File: src/pcmcm_pkg.sv
// ----------------------------------------------------------------------------
// PCM channel map converter package
// Shared constants, types and sample codec functions.
// ----------------------------------------------------------------------------
package pcmcm_pkg;

   localparam int CHANNELS    = 8;
   localparam int MAP_ENTRIES = 4;
   localparam int CH_W        = (CHANNELS > 1) ? $clog2(CHANNELS) : 1;

   localparam logic [3:0] FMT_S8    = 4'd0;
   localparam logic [3:0] FMT_U8    = 4'd1;
   localparam logic [3:0] FMT_S16LE = 4'd2;
   localparam logic [3:0] FMT_S16BE = 4'd3;
   localparam logic [3:0] FMT_U16LE = 4'd4;
   localparam logic [3:0] FMT_U16BE = 4'd5;
   localparam logic [3:0] FMT_S32LE = 4'd6;
   localparam logic [3:0] FMT_S32BE = 4'd7;
   localparam logic [3:0] FMT_U32LE = 4'd8;
   localparam logic [3:0] FMT_U32BE = 4'd9;
   localparam logic [3:0] FMT_ULAW  = 4'd10;
   localparam logic [3:0] FMT_ALAW  = 4'd11;

   localparam logic [2:0] REG_SRC_FMT = 3'd0;
   localparam logic [2:0] REG_DST_FMT = 3'd1;
   localparam logic [2:0] REG_COUNT   = 3'd2;
   localparam logic [2:0] REG_ENTRY_A = 3'd3;
   localparam logic [2:0] REG_ENTRY_B = 3'd4;
   localparam logic [2:0] REG_ENTRY_C = 3'd5;
   localparam logic [2:0] REG_ENTRY_D = 3'd6;

   localparam logic [1:0] OP_COPY    = 2'd0;
   localparam logic [1:0] OP_LITERAL = 2'd1;
   localparam logic [1:0] OP_ADD     = 2'd2;
   localparam logic [1:0] OP_ADDK    = 2'd3;

   // Commands from the controller to the datapath.
   typedef struct packed {
      logic       store;    // write the accepted sample into the frame store
      logic       fetch;    // read operands of the current entry
      logic       add;      // form the exact sum of the operands
      logic       compute;  // encode the sum into the result register
      logic [1:0] entry;    // entry being walked
      logic       last;     // this entry is the last of the walk
   } cmd_type;

   function automatic logic [31:0] swap32(input logic [31:0] v);
      swap32 = {v[7:0], v[15:8], v[23:16], v[31:24]};
   endfunction

   function automatic logic signed [32:0] ulaw_dec(input logic [7:0] code);
      logic [7:0]  u;
      logic [16:0] t;
      u = ~code;
      t = ({13'd0, u[3:0]} << 3) + 17'h84;
      t = t << u[6:4];
      ulaw_dec = u[7] ? 33'sd132 - $signed({16'd0, t}) : $signed({16'd0, t}) - 33'sd132;
   endfunction

   function automatic logic signed [32:0] alaw_dec(input logic [7:0] code);
      logic [7:0]  a;
      logic [16:0] t;
      a = code ^ 8'h55;
      t = {9'd0, a[3:0], 4'd0};
      if (a[6:4] == 3'd0) begin
         t = t + 17'd8;
      end else if (a[6:4] == 3'd1) begin
         t = t + 17'h108;
      end else begin
         t = (t + 17'h108) << (a[6:4] - 3'd1);
      end
      alaw_dec = a[7] ? $signed({16'd0, t}) : -$signed({16'd0, t});
   endfunction

   function automatic logic signed [32:0] decode(input logic [31:0] raw,
                                                 input logic [3:0] fmt);
      logic [31:0] sw;
      sw = swap32(raw);
      case (fmt)
         FMT_S8:    decode = 33'($signed(raw[7:0]));
         FMT_U8:    decode = {25'd0, raw[7:0]};
         FMT_S16LE: decode = 33'($signed(raw[15:0]));
         FMT_S16BE: decode = 33'($signed({raw[7:0], raw[15:8]}));
         FMT_U16LE: decode = {17'd0, raw[15:0]};
         FMT_U16BE: decode = {17'd0, raw[7:0], raw[15:8]};
         FMT_S32LE: decode = 33'($signed(raw));
         FMT_S32BE: decode = 33'($signed(sw));
         FMT_U32LE: decode = {1'b0, raw};
         FMT_U32BE: decode = {1'b0, sw};
         FMT_ULAW:  decode = ulaw_dec(raw[7:0]);
         FMT_ALAW:  decode = alaw_dec(raw[7:0]);
         default:   decode = '0;
      endcase
   endfunction

   // Segment search is a priority encode over eight thresholds.
   function automatic logic [7:0] ulaw_enc(input logic signed [15:0] s);
      logic signed [17:0] p;
      logic [7:0] mask;
      logic [3:0] seg;
      logic [13:0] pu;
      p = (18'(s) + 18'sd32768) >>> 2;
      p = p - 18'sd8192;
      mask = 8'hFF;
      if (p < 0) begin
         p = -p;
         mask = 8'h7F;
      end
      if (p > 18'sd8159) p = 18'sd8159;
      p = p + 18'sd33;
      pu = p[13:0];
      seg = 4'd8;
      for (int i = 7; i >= 0; i--) begin
         if (pu <= 14'((64 << i) - 1)) seg = 4'(i);
      end
      if (seg[3]) ulaw_enc = 8'h7F ^ mask;
      else ulaw_enc = {1'b0, seg[2:0], 4'(pu >> (seg + 4'd1))} ^ mask;
   endfunction

   function automatic logic [7:0] alaw_enc(input logic signed [15:0] s);
      logic signed [17:0] p;
      logic [7:0] mask;
      logic [3:0] seg;
      logic [13:0] pu;
      logic [3:0] man;
      p = (18'(s) + 18'sd32768) >>> 3;
      p = p - 18'sd4096;
      mask = 8'hD5;
      if (p < 0) begin
         p = -p - 18'sd1;
         mask = 8'h55;
      end
      pu = p[13:0];
      seg = 4'd8;
      for (int i = 7; i >= 0; i--) begin
         if (pu <= 14'((32 << i) - 1)) seg = 4'(i);
      end
      man = (seg < 4'd2) ? 4'(pu >> 1) : 4'(pu >> seg);
      if (seg[3]) alaw_enc = 8'h7F ^ mask;
      else alaw_enc = {1'b0, seg[2:0], man} ^ mask;
   endfunction

   function automatic logic [31:0] encode(input logic signed [33:0] v,
                                          input logic [3:0] fmt);
      logic signed [15:0] s;
      if (v > 34'sd32767) s = 16'sh7FFF;
      else if (v < -34'sd32768) s = 16'sh8000;
      else s = v[15:0];
      case (fmt)
         FMT_S8, FMT_U8:       encode = {24'd0, v[7:0]};
         FMT_S16LE, FMT_U16LE: encode = {16'd0, v[15:0]};
         FMT_S16BE, FMT_U16BE: encode = {16'd0, v[7:0], v[15:8]};
         FMT_S32LE, FMT_U32LE: encode = v[31:0];
         FMT_S32BE, FMT_U32BE: encode = swap32(v[31:0]);
         FMT_ULAW:             encode = {24'd0, ulaw_enc(s)};
         FMT_ALAW:             encode = {24'd0, alaw_enc(s)};
         default:              encode = '0;
      endcase
   endfunction

endpackage

File: src/pcmcm_ctrl.sv
// ----------------------------------------------------------------------------
// PCM channel map converter controller
// Accepts samples and sequences the walk over the map entries.
// ----------------------------------------------------------------------------
module pcmcm_ctrl (
   input  logic                clock,
   input  logic                reset,
   input  logic                req_valid,
   output logic                req_stall,
   input  logic                req_frame_last,
   input  logic [2:0]          map_count,
   input  logic                out_busy,
   input  logic                out_take,
   output pcmcm_pkg::cmd_type  cmd
);
   localparam logic [1:0] ST_IDLE  = 2'd0;
   localparam logic [1:0] ST_FETCH = 2'd1;
   localparam logic [1:0] ST_SUM   = 2'd2;
   localparam logic [1:0] ST_CALC  = 2'd3;

   logic [1:0] state_ff, state_in;
   logic [2:0] entry_counter_ff, entry_counter_in;
   logic [2:0] n;
   logic       accept;

   assign n = (map_count > 3'(pcmcm_pkg::MAP_ENTRIES)) ?
              3'(pcmcm_pkg::MAP_ENTRIES) : map_count;
   assign req_stall = (state_ff != ST_IDLE);
   assign accept = req_valid && !req_stall;

   always_comb begin
      state_in = state_ff;
      entry_counter_in = entry_counter_ff;
      cmd = '0;
      cmd.store = accept;
      cmd.entry = entry_counter_ff[1:0];
      cmd.last = (entry_counter_ff + 3'd1 == n);
      case (state_ff)
         ST_IDLE: begin
            if (accept && req_frame_last && n != 3'd0) begin
               state_in = ST_FETCH;
               entry_counter_in = '0;
            end
         end
         ST_FETCH: begin
            cmd.fetch = 1'b1;
            state_in = ST_SUM;
         end
         ST_SUM: begin
            cmd.add = 1'b1;
            state_in = ST_CALC;
         end
         ST_CALC: begin
            if (!out_busy || out_take) begin
               cmd.compute = 1'b1;
               if (cmd.last) begin
                  state_in = ST_IDLE;
                  entry_counter_in = '0;
               end else begin
                  state_in = ST_FETCH;
                  entry_counter_in = entry_counter_ff + 3'd1;
               end
            end
         end
         default: state_in = ST_IDLE;
      endcase
   end

   always_ff @(posedge clock) begin
      if (reset) begin
         state_ff <= ST_IDLE;
         entry_counter_ff <= '0;
      end else begin
         state_ff <= state_in;
         entry_counter_ff <= entry_counter_in;
      end
   end
endmodule

File: src/pcmcm_dp.sv
// ----------------------------------------------------------------------------
// PCM channel map converter datapath
// Frame store, operand decode, sum, encode and the result register.
// ----------------------------------------------------------------------------
module pcmcm_dp (
   input  logic               clock,
   input  logic               reset,
   input  pcmcm_pkg::cmd_type cmd,
   input  logic [2:0]         req_source_channel,
   input  logic [31:0]        req_sample_bits,
   input  logic [3:0]         source_format,
   input  logic [3:0]         dest_format,
   input  logic [63:0]        entry_a,
   input  logic [63:0]        entry_b,
   input  logic [63:0]        entry_c,
   input  logic [63:0]        entry_d,
   input  logic               rsp_stall,
   output logic               out_busy,
   output logic               out_take,
   output logic               rsp_valid,
   output logic [2:0]         rsp_dest_channel,
   output logic [31:0]        rsp_encoded_bits,
   output logic               rsp_run_last
);
   logic [31:0] frame_store_ff [pcmcm_pkg::CHANNELS];
   logic signed [32:0] opa_ff, opb_ff;
   logic [3:0]  op_ff;
   logic [63:0] e;
   logic [31:0] hi;
   logic signed [32:0] va, vb;
   logic signed [33:0] sum_ff;
   logic valid_ff;

   always_comb begin
      case (cmd.entry)
         2'd0:    e = entry_a;
         2'd1:    e = entry_b;
         2'd2:    e = entry_c;
         default: e = entry_d;
      endcase
      hi = e[63:32];
      va = (32'(e[4:2]) < pcmcm_pkg::CHANNELS) ?
           pcmcm_pkg::decode(frame_store_ff[pcmcm_pkg::CH_W'(e[4:2])], source_format) : '0;
      vb = (hi < 32'(pcmcm_pkg::CHANNELS)) ?
           pcmcm_pkg::decode(frame_store_ff[pcmcm_pkg::CH_W'(hi)], source_format) : '0;
      case (e[1:0])
         pcmcm_pkg::OP_LITERAL: begin
            va = '0;
            vb = 33'($signed(hi));
         end
         pcmcm_pkg::OP_ADDK: vb = 33'($signed(hi));
         pcmcm_pkg::OP_ADD:  ;
         default: vb = '0;
      endcase
   end

   always_ff @(posedge clock) begin
      if (reset) begin
         for (int i = 0; i < pcmcm_pkg::CHANNELS; i++) frame_store_ff[i] <= '0;
      end else if (cmd.store && 32'(req_source_channel) < pcmcm_pkg::CHANNELS) begin
         frame_store_ff[pcmcm_pkg::CH_W'(req_source_channel)] <= req_sample_bits;
      end
   end

   always_ff @(posedge clock) begin
      if (cmd.fetch) begin
         opa_ff <= va;
         opb_ff <= vb;
         op_ff <= {cmd.last, e[7:5]};
      end
      if (cmd.add) begin
         sum_ff <= 34'(opa_ff) + 34'(opb_ff);
      end
      if (cmd.compute) begin
         rsp_dest_channel <= op_ff[2:0];
         rsp_run_last <= op_ff[3];
         rsp_encoded_bits <= pcmcm_pkg::encode(sum_ff, dest_format);
      end
   end

   always_ff @(posedge clock) begin
      if (reset) valid_ff <= 1'b0;
      else if (cmd.compute) valid_ff <= 1'b1;
      else if (out_take) valid_ff <= 1'b0;
   end

   assign rsp_valid = valid_ff;
   assign out_busy = valid_ff;
   assign out_take = valid_ff && !rsp_stall;
endmodule

File: src/pcm_channel_map_converter.sv
// ----------------------------------------------------------------------------
// PCM channel map converter
// Stores one frame of raw samples and emits mapped, format-converted results.
// ----------------------------------------------------------------------------
// Each sample transfer is stored raw in its channel slot. A transfer with
// frame_last set also starts the map walk when the entry count is nonzero:
// every active entry passes through operand fetch and decode, the exact sum,
// then encode into the result register, and the input is held stalled until
// the last result has been loaded. The single result register is the limit:
// a stalled result holds the walk. Configuration is written through csr_*,
// by the user only while the block is idle; the block does not enforce this.
module pcm_channel_map_converter (
   input  logic        clock,
   input  logic        reset,
   input  logic        req_valid,
   output logic        req_stall,
   input  logic [2:0]  req_source_channel,
   input  logic [31:0] req_sample_bits,
   input  logic        req_frame_last,
   output logic        rsp_valid,
   input  logic        rsp_stall,
   output logic [2:0]  rsp_dest_channel,
   output logic [31:0] rsp_encoded_bits,
   output logic        rsp_run_last,
   input  logic        csr_write,
   input  logic [2:0]  csr_index,
   input  logic [63:0] csr_data
);
   logic [3:0]  src_fmt_ff, dst_fmt_ff;
   logic [2:0]  count_ff;
   logic [63:0] ent_a_ff, ent_b_ff, ent_c_ff, ent_d_ff;
   pcmcm_pkg::cmd_type cmd;
   logic out_busy, out_take;

   // Configuration registers.
   always_ff @(posedge clock) begin
      if (reset) begin
         src_fmt_ff <= pcmcm_pkg::FMT_S16LE;
         dst_fmt_ff <= pcmcm_pkg::FMT_S16LE;
         count_ff <= '0;
         ent_a_ff <= '0;
         ent_b_ff <= '0;
         ent_c_ff <= '0;
         ent_d_ff <= '0;
      end else if (csr_write) begin
         case (csr_index)
            pcmcm_pkg::REG_SRC_FMT: src_fmt_ff <= csr_data[3:0];
            pcmcm_pkg::REG_DST_FMT: dst_fmt_ff <= csr_data[3:0];
            pcmcm_pkg::REG_COUNT:   count_ff <= csr_data[2:0];
            pcmcm_pkg::REG_ENTRY_A: ent_a_ff <= csr_data;
            pcmcm_pkg::REG_ENTRY_B: ent_b_ff <= csr_data;
            pcmcm_pkg::REG_ENTRY_C: ent_c_ff <= csr_data;
            pcmcm_pkg::REG_ENTRY_D: ent_d_ff <= csr_data;
            default: ;
         endcase
      end
   end

   pcmcm_ctrl u_ctrl (
      .clock, .reset, .req_valid, .req_stall, .req_frame_last,
      .map_count(count_ff), .out_busy, .out_take, .cmd
   );

   pcmcm_dp u_dp (
      .clock, .reset, .cmd, .req_source_channel, .req_sample_bits,
      .source_format(src_fmt_ff), .dest_format(dst_fmt_ff),
      .entry_a(ent_a_ff), .entry_b(ent_b_ff), .entry_c(ent_c_ff), .entry_d(ent_d_ff),
      .rsp_stall, .out_busy, .out_take, .rsp_valid, .rsp_dest_channel,
      .rsp_encoded_bits, .rsp_run_last
   );
endmodule

File: config.mk
export PLATFORM = sky130hd
export DESIGN_NAME = pcm_channel_map_converter
export DESIGN_NICKNAME = d
export VERILOG_FILES = /design/src/pcmcm_pkg.sv /design/src/pcmcm_ctrl.sv /design/src/pcmcm_dp.sv /design/src/pcm_channel_map_converter.sv
export SDC_FILE = /design/constraint.sdc
export NUM_CORES = 1
export LEC_CHECK = 0
export BUFFER_PORTS_ARGS = -buffer_cell sky130_fd_sc_hd__buf_2
export CORE_ASPECT_RATIO = 0.9
export CORE_MARGIN = 2
export CORE_UTILIZATION = 51
export DETAILED_ROUTE_END_ITERATION = 8
export GPL_TIMING_DRIVEN = 0
export PLACE_DENSITY = 0.65
export REMOVE_ABC_BUFFERS = 1
export SLEW_MARGIN = 40
export SYNTH_ARGS = -nofsm -noshare
export SYNTH_HDL_FRONTEND = slang
export SYNTH_SLANG_ARGS = --single-unit
File: constraint.sdc
create_clock -name clock -period 7.7 [get_ports clock]
set_input_delay 1.155 -clock clock [delete_from_list [all_inputs] [get_ports clock]]
set_output_delay 1.155 -clock clock [all_outputs]
set_load 0.005 [all_outputs]
==> flow_summary_export.csv <==
group,metric,value,unit
logic_synthesis,synth-seq-cells,573,
grt,grt-ovfl-total,0,
cts,clock-root-buffer,"clkbuf_16",
sta,worst_pin_slew,910,ps
grt,antenna_found_initial,6,
layout,drive_gt1_frac,0.118,
sta,final_max_slew_viol_count,0,
logic_synthesis,netlist.area_leader.share,0.344,
sta,layout_min_cycle_time,7250,ps
drt,drc,0,
die,fp.coreArea,67000,um2
die,die_area,69800,um2
setup_path,worstPathMaxFanout,16,
setup_path,cp.arrival,7710,ps
power_and_ir_drop,p_per_area,246,nW/um2
drt,drt-initial-drc-count,4095,
drt,routed_wl,112,mm
layout,multi_input_area,18200,um2
power_and_ir_drop,p_leak,14.2,nW
setup_path,rr_endpoint,"u_dp.rsp_encoded_bits[0]$_DFFE_PP_",
setup_path,start_kind,"flip-flop",
die,fp.dieH,251,um
drt,vias,30900,
grt,grt_max_degree,87,
grt,grt_usage,0.312,
grt,grt_pass1_vias,28700,
logic_synthesis,synthFlopType,"edfxtp_1",
setup_path,timing.rr.start,"u_dp.sum_ff[26]$_DFFE_PN_",
cts,cts.htree.levels,2,
sta,setup-violations-final,0,
setup_path,rr_worst_depth,26,
die,num_io_pins,146,
logic_synthesis,synth_most_common_cell,"nand2_1",
hold_path,hold_depth,0,
hold_path,min_delay_worst_endpoint,"u_dp.rsp_dest_channel[1]$_DFFE_PP_",
placement,post_dp_cell_area,36900,um2
sta,holdWs,419,ps
logic_synthesis,avgSynthCellArea,8.72,um2
layout,fin_area,39100,um2
power_and_ir_drop,vdd_drop_max,0.000196,V
sta,fmax,0.138,GHz
sta,final.setup_skew,48.5,ps
placement,place.gp.congestion,0.963,
logic_synthesis,synth_area,34500,um2
layout,nets,4136,
die,floorplan.initialDensity,0.515,
grt,grt_first_pass_wirelength,170,mm
layout,seq_area,15400,um2
logic_synthesis,synthDistinctLibCells,114,
die,num_rows,90,
logic_synthesis,yosys_warnings,0,
setup_path,slowest_delay,560,ps
logic_synthesis,async_flop_share,0,
cts,numCtsBuffers,60,
layout,syn2layout_area_growth,13.1,%
sta,relSlewSlack,0.390,
flow_run,max-cap-violations,0,
cts,cts_tree,"yes",
placement,hpwlAfterDp,76.4,mm
cts,path_clk_slew,60,ps
outcome,status,"finished clean",
logic_synthesis,synth_area_leaders,"edfxtp_1 34%, dfxtp_1 10%, nand2_1 10%",
cts,postCtsHoldBufs,0,
setup_path,slowest_stage,"or3_1",
hold_path,hp-class,"reg -> reg",
setup_path,r2r_setup_slack,450,ps
logic_synthesis,yosysSeqAreaShare,0.447,
logic_synthesis,synth_edf_count,396,
logic_synthesis,syn-instance-count,3958,
cts,clk_latency,660,ps
setup_path,critPathRequiredTime,8160,ps
logic_synthesis,synth_top_cell_by_area,"edfxtp_1",
cts,clock_sinks,573,
sta,period_share,0.942,
die,die_x,278,um
hold_path,min_from,"u_dp.op_ff[1]$_DFFE_PN_",
drt,vias_per_cell,6.31,
cts,clk_path_buf_depth,3,
setup_path,cp-end-kind,"flip-flop",
layout,num-fill-cells,5863,
setup_path,crit_type,"reg -> reg",
placement,portBuffers,121,
drt,wl_per_cell,22.8,um
sta,rsz0062_at_grt,"false",
sta,final-hold-violation-count,0,
drt,first_pass_iters,7,
logic_synthesis,synthTopCellsByCount,"927 x nand2_1, 396 x edfxtp_1, 320 x a21oi_1",
drt,postRouteAntennaNets,0,
-- critical path, delay by kind of cell (launching register included) --
family          cells  cell delay [ps]
compound gates     12             2870
buf+inv             2              350
fa+ha+maj           3              800
xor+xnor            1              240
mux                 1              300
simple gates        7             2040
flops               1              480
-- cell type report --
cell class                 instances  share of cell area
timing repair buffer             216              0.0507
antenna                            4            0.000256
clock buffer                      72              0.0398
inverter                          80             0.00781
tap                              874              0.0280
sequential                       573               0.395
clock inverter                    41              0.0114
multi-input combinational       3028               0.467
-- sequential cells by signal, indices dropped and copies added (netlist names), 32 cells and up --
register and count:
u_dp.sum_ff 34, ent_b_ff 40, ent_d_ff 40, u_dp.frame_store_ff 256, u_dp.opa_ff 33, u_dp.rsp_encoded_bits 32, ent_c_ff 40, u_dp.opb_ff 33
ent_a_ff 40
-- worst max path at each step --
| stage | from | to | depth (start not counted) |
|---|---|---|---|
| final | u_dp.sum_ff[26]$_DFFE_PN_ | u_dp.rsp_encoded_bits[0]$_DFFE_PP_ | 26 |
| after global routing | u_dp.sum_ff[26]$_DFFE_PN_ | u_dp.rsp_encoded_bits[1]$_DFFE_PP_ | 25 |
| after CTS | u_dp.sum_ff[15]$_DFFE_PN_ | u_dp.rsp_encoded_bits[0]$_DFFE_PP_ | 24 |
| after detailed placement | u_ctrl.entry_counter_ff[0]$_SDFFE_PP0P_ | u_dp.opb_ff[15]$_DFFE_PN_ | 23 |
| after global placement | u_ctrl.entry_counter_ff[0]$_SDFFE_PP0P_ | u_dp.opb_ff[15]$_DFFE_PN_ | 20 |
| after floorplan | u_ctrl.entry_counter_ff[0]$_SDFFE_PP0P_ | u_dp.opb_ff[15]$_DFFE_PN_ | 20 |
-- layer usage --
metal / global-route usage / part of all wire / up-vias
li1: - / - / 14400
met1: 0.427 / 0.42 / 14800
met2: 0.495 / 0.46 / 1481
met3: 0.0548 / 0.089 / 221
met4: 0.116 / 0.034 / 4
met5: 0 / 0.00023 / -
-- cell usage in the layout (no fill, tap or decap), types with 18 or more instances in the layout --
master     instances
a211oi_1          64
a21oi_1          315
a222oi_1          54
a22o_1            28
a311oi_1          62
a31oi_1           70
and2_1           270
and3_1            57
buf_2            131
buf_4             18
buf_8             27
clkbuf_16         60
dfxtp_1          176
edfxtp_1         396
ha_1              62
inv_1             73
mux2i_1           58
nand2_1          925
nand2b_1          18
nand3_1          133
nor2_1           185
nor2b_1           23
nor3_1            46
nor4_1            21
o211ai_1          18
o21ai_0          114
o22ai_1           35
o31ai_1           19
xnor2_1           53
xor2_1            18
-- cells by family (layout without fill, tap and decap cells) --
family                   after synthesis  count (layout)  synth area share
multiplexers                          78              78            0.0267
other                                  0               4                 0
buffers and inverters                357             409            0.0404
AND/OR/NAND/NOR                     1807            1807             0.243
AO/OA/AOI/OAI                       1000            1000             0.199
flip-flops                           573             573             0.447
adder cells (fa/ha/maj)               70              70            0.0255
XOR/XNOR                              73              73            0.0187
-- timing repair --
item | 4_1_cts | 5_1_grt
endpoints found under the hold margin | 0 | 0
pin swaps | 0 | 2
endpoints found under the setup margin | 4 | 17
setup buffers | 0 | 6
gates resized for setup | 3 | 19
-- power breakdown --
group,total (W),internal (W),switching (W)
clock network,0.00296,0.00169,0.00127
registers,0.00390,0.00368,0.000219
logic,0.00274,0.00101,0.00173
total,0.00959,0.00637,0.00322
-- stage by stage --
stage	worst slack [ps]	total power, W	utilization	std cells	setup TNS [ps]
2_1_floorplan	-1730	0.00572	-	3681	-33060
3_3_place_gp	-7500	0.00650	0.524	4676	-441270
3_5_place_dp	-147	0.00657	0.550	4764	-436
4_1_cts	131	0.00952	0.581	4877	0
5_1_grt	25.3	0.0100	0.583	4887	0
6_report	447	0.00959	0.583	4888	0
Power figures use the tool's default switching activity.
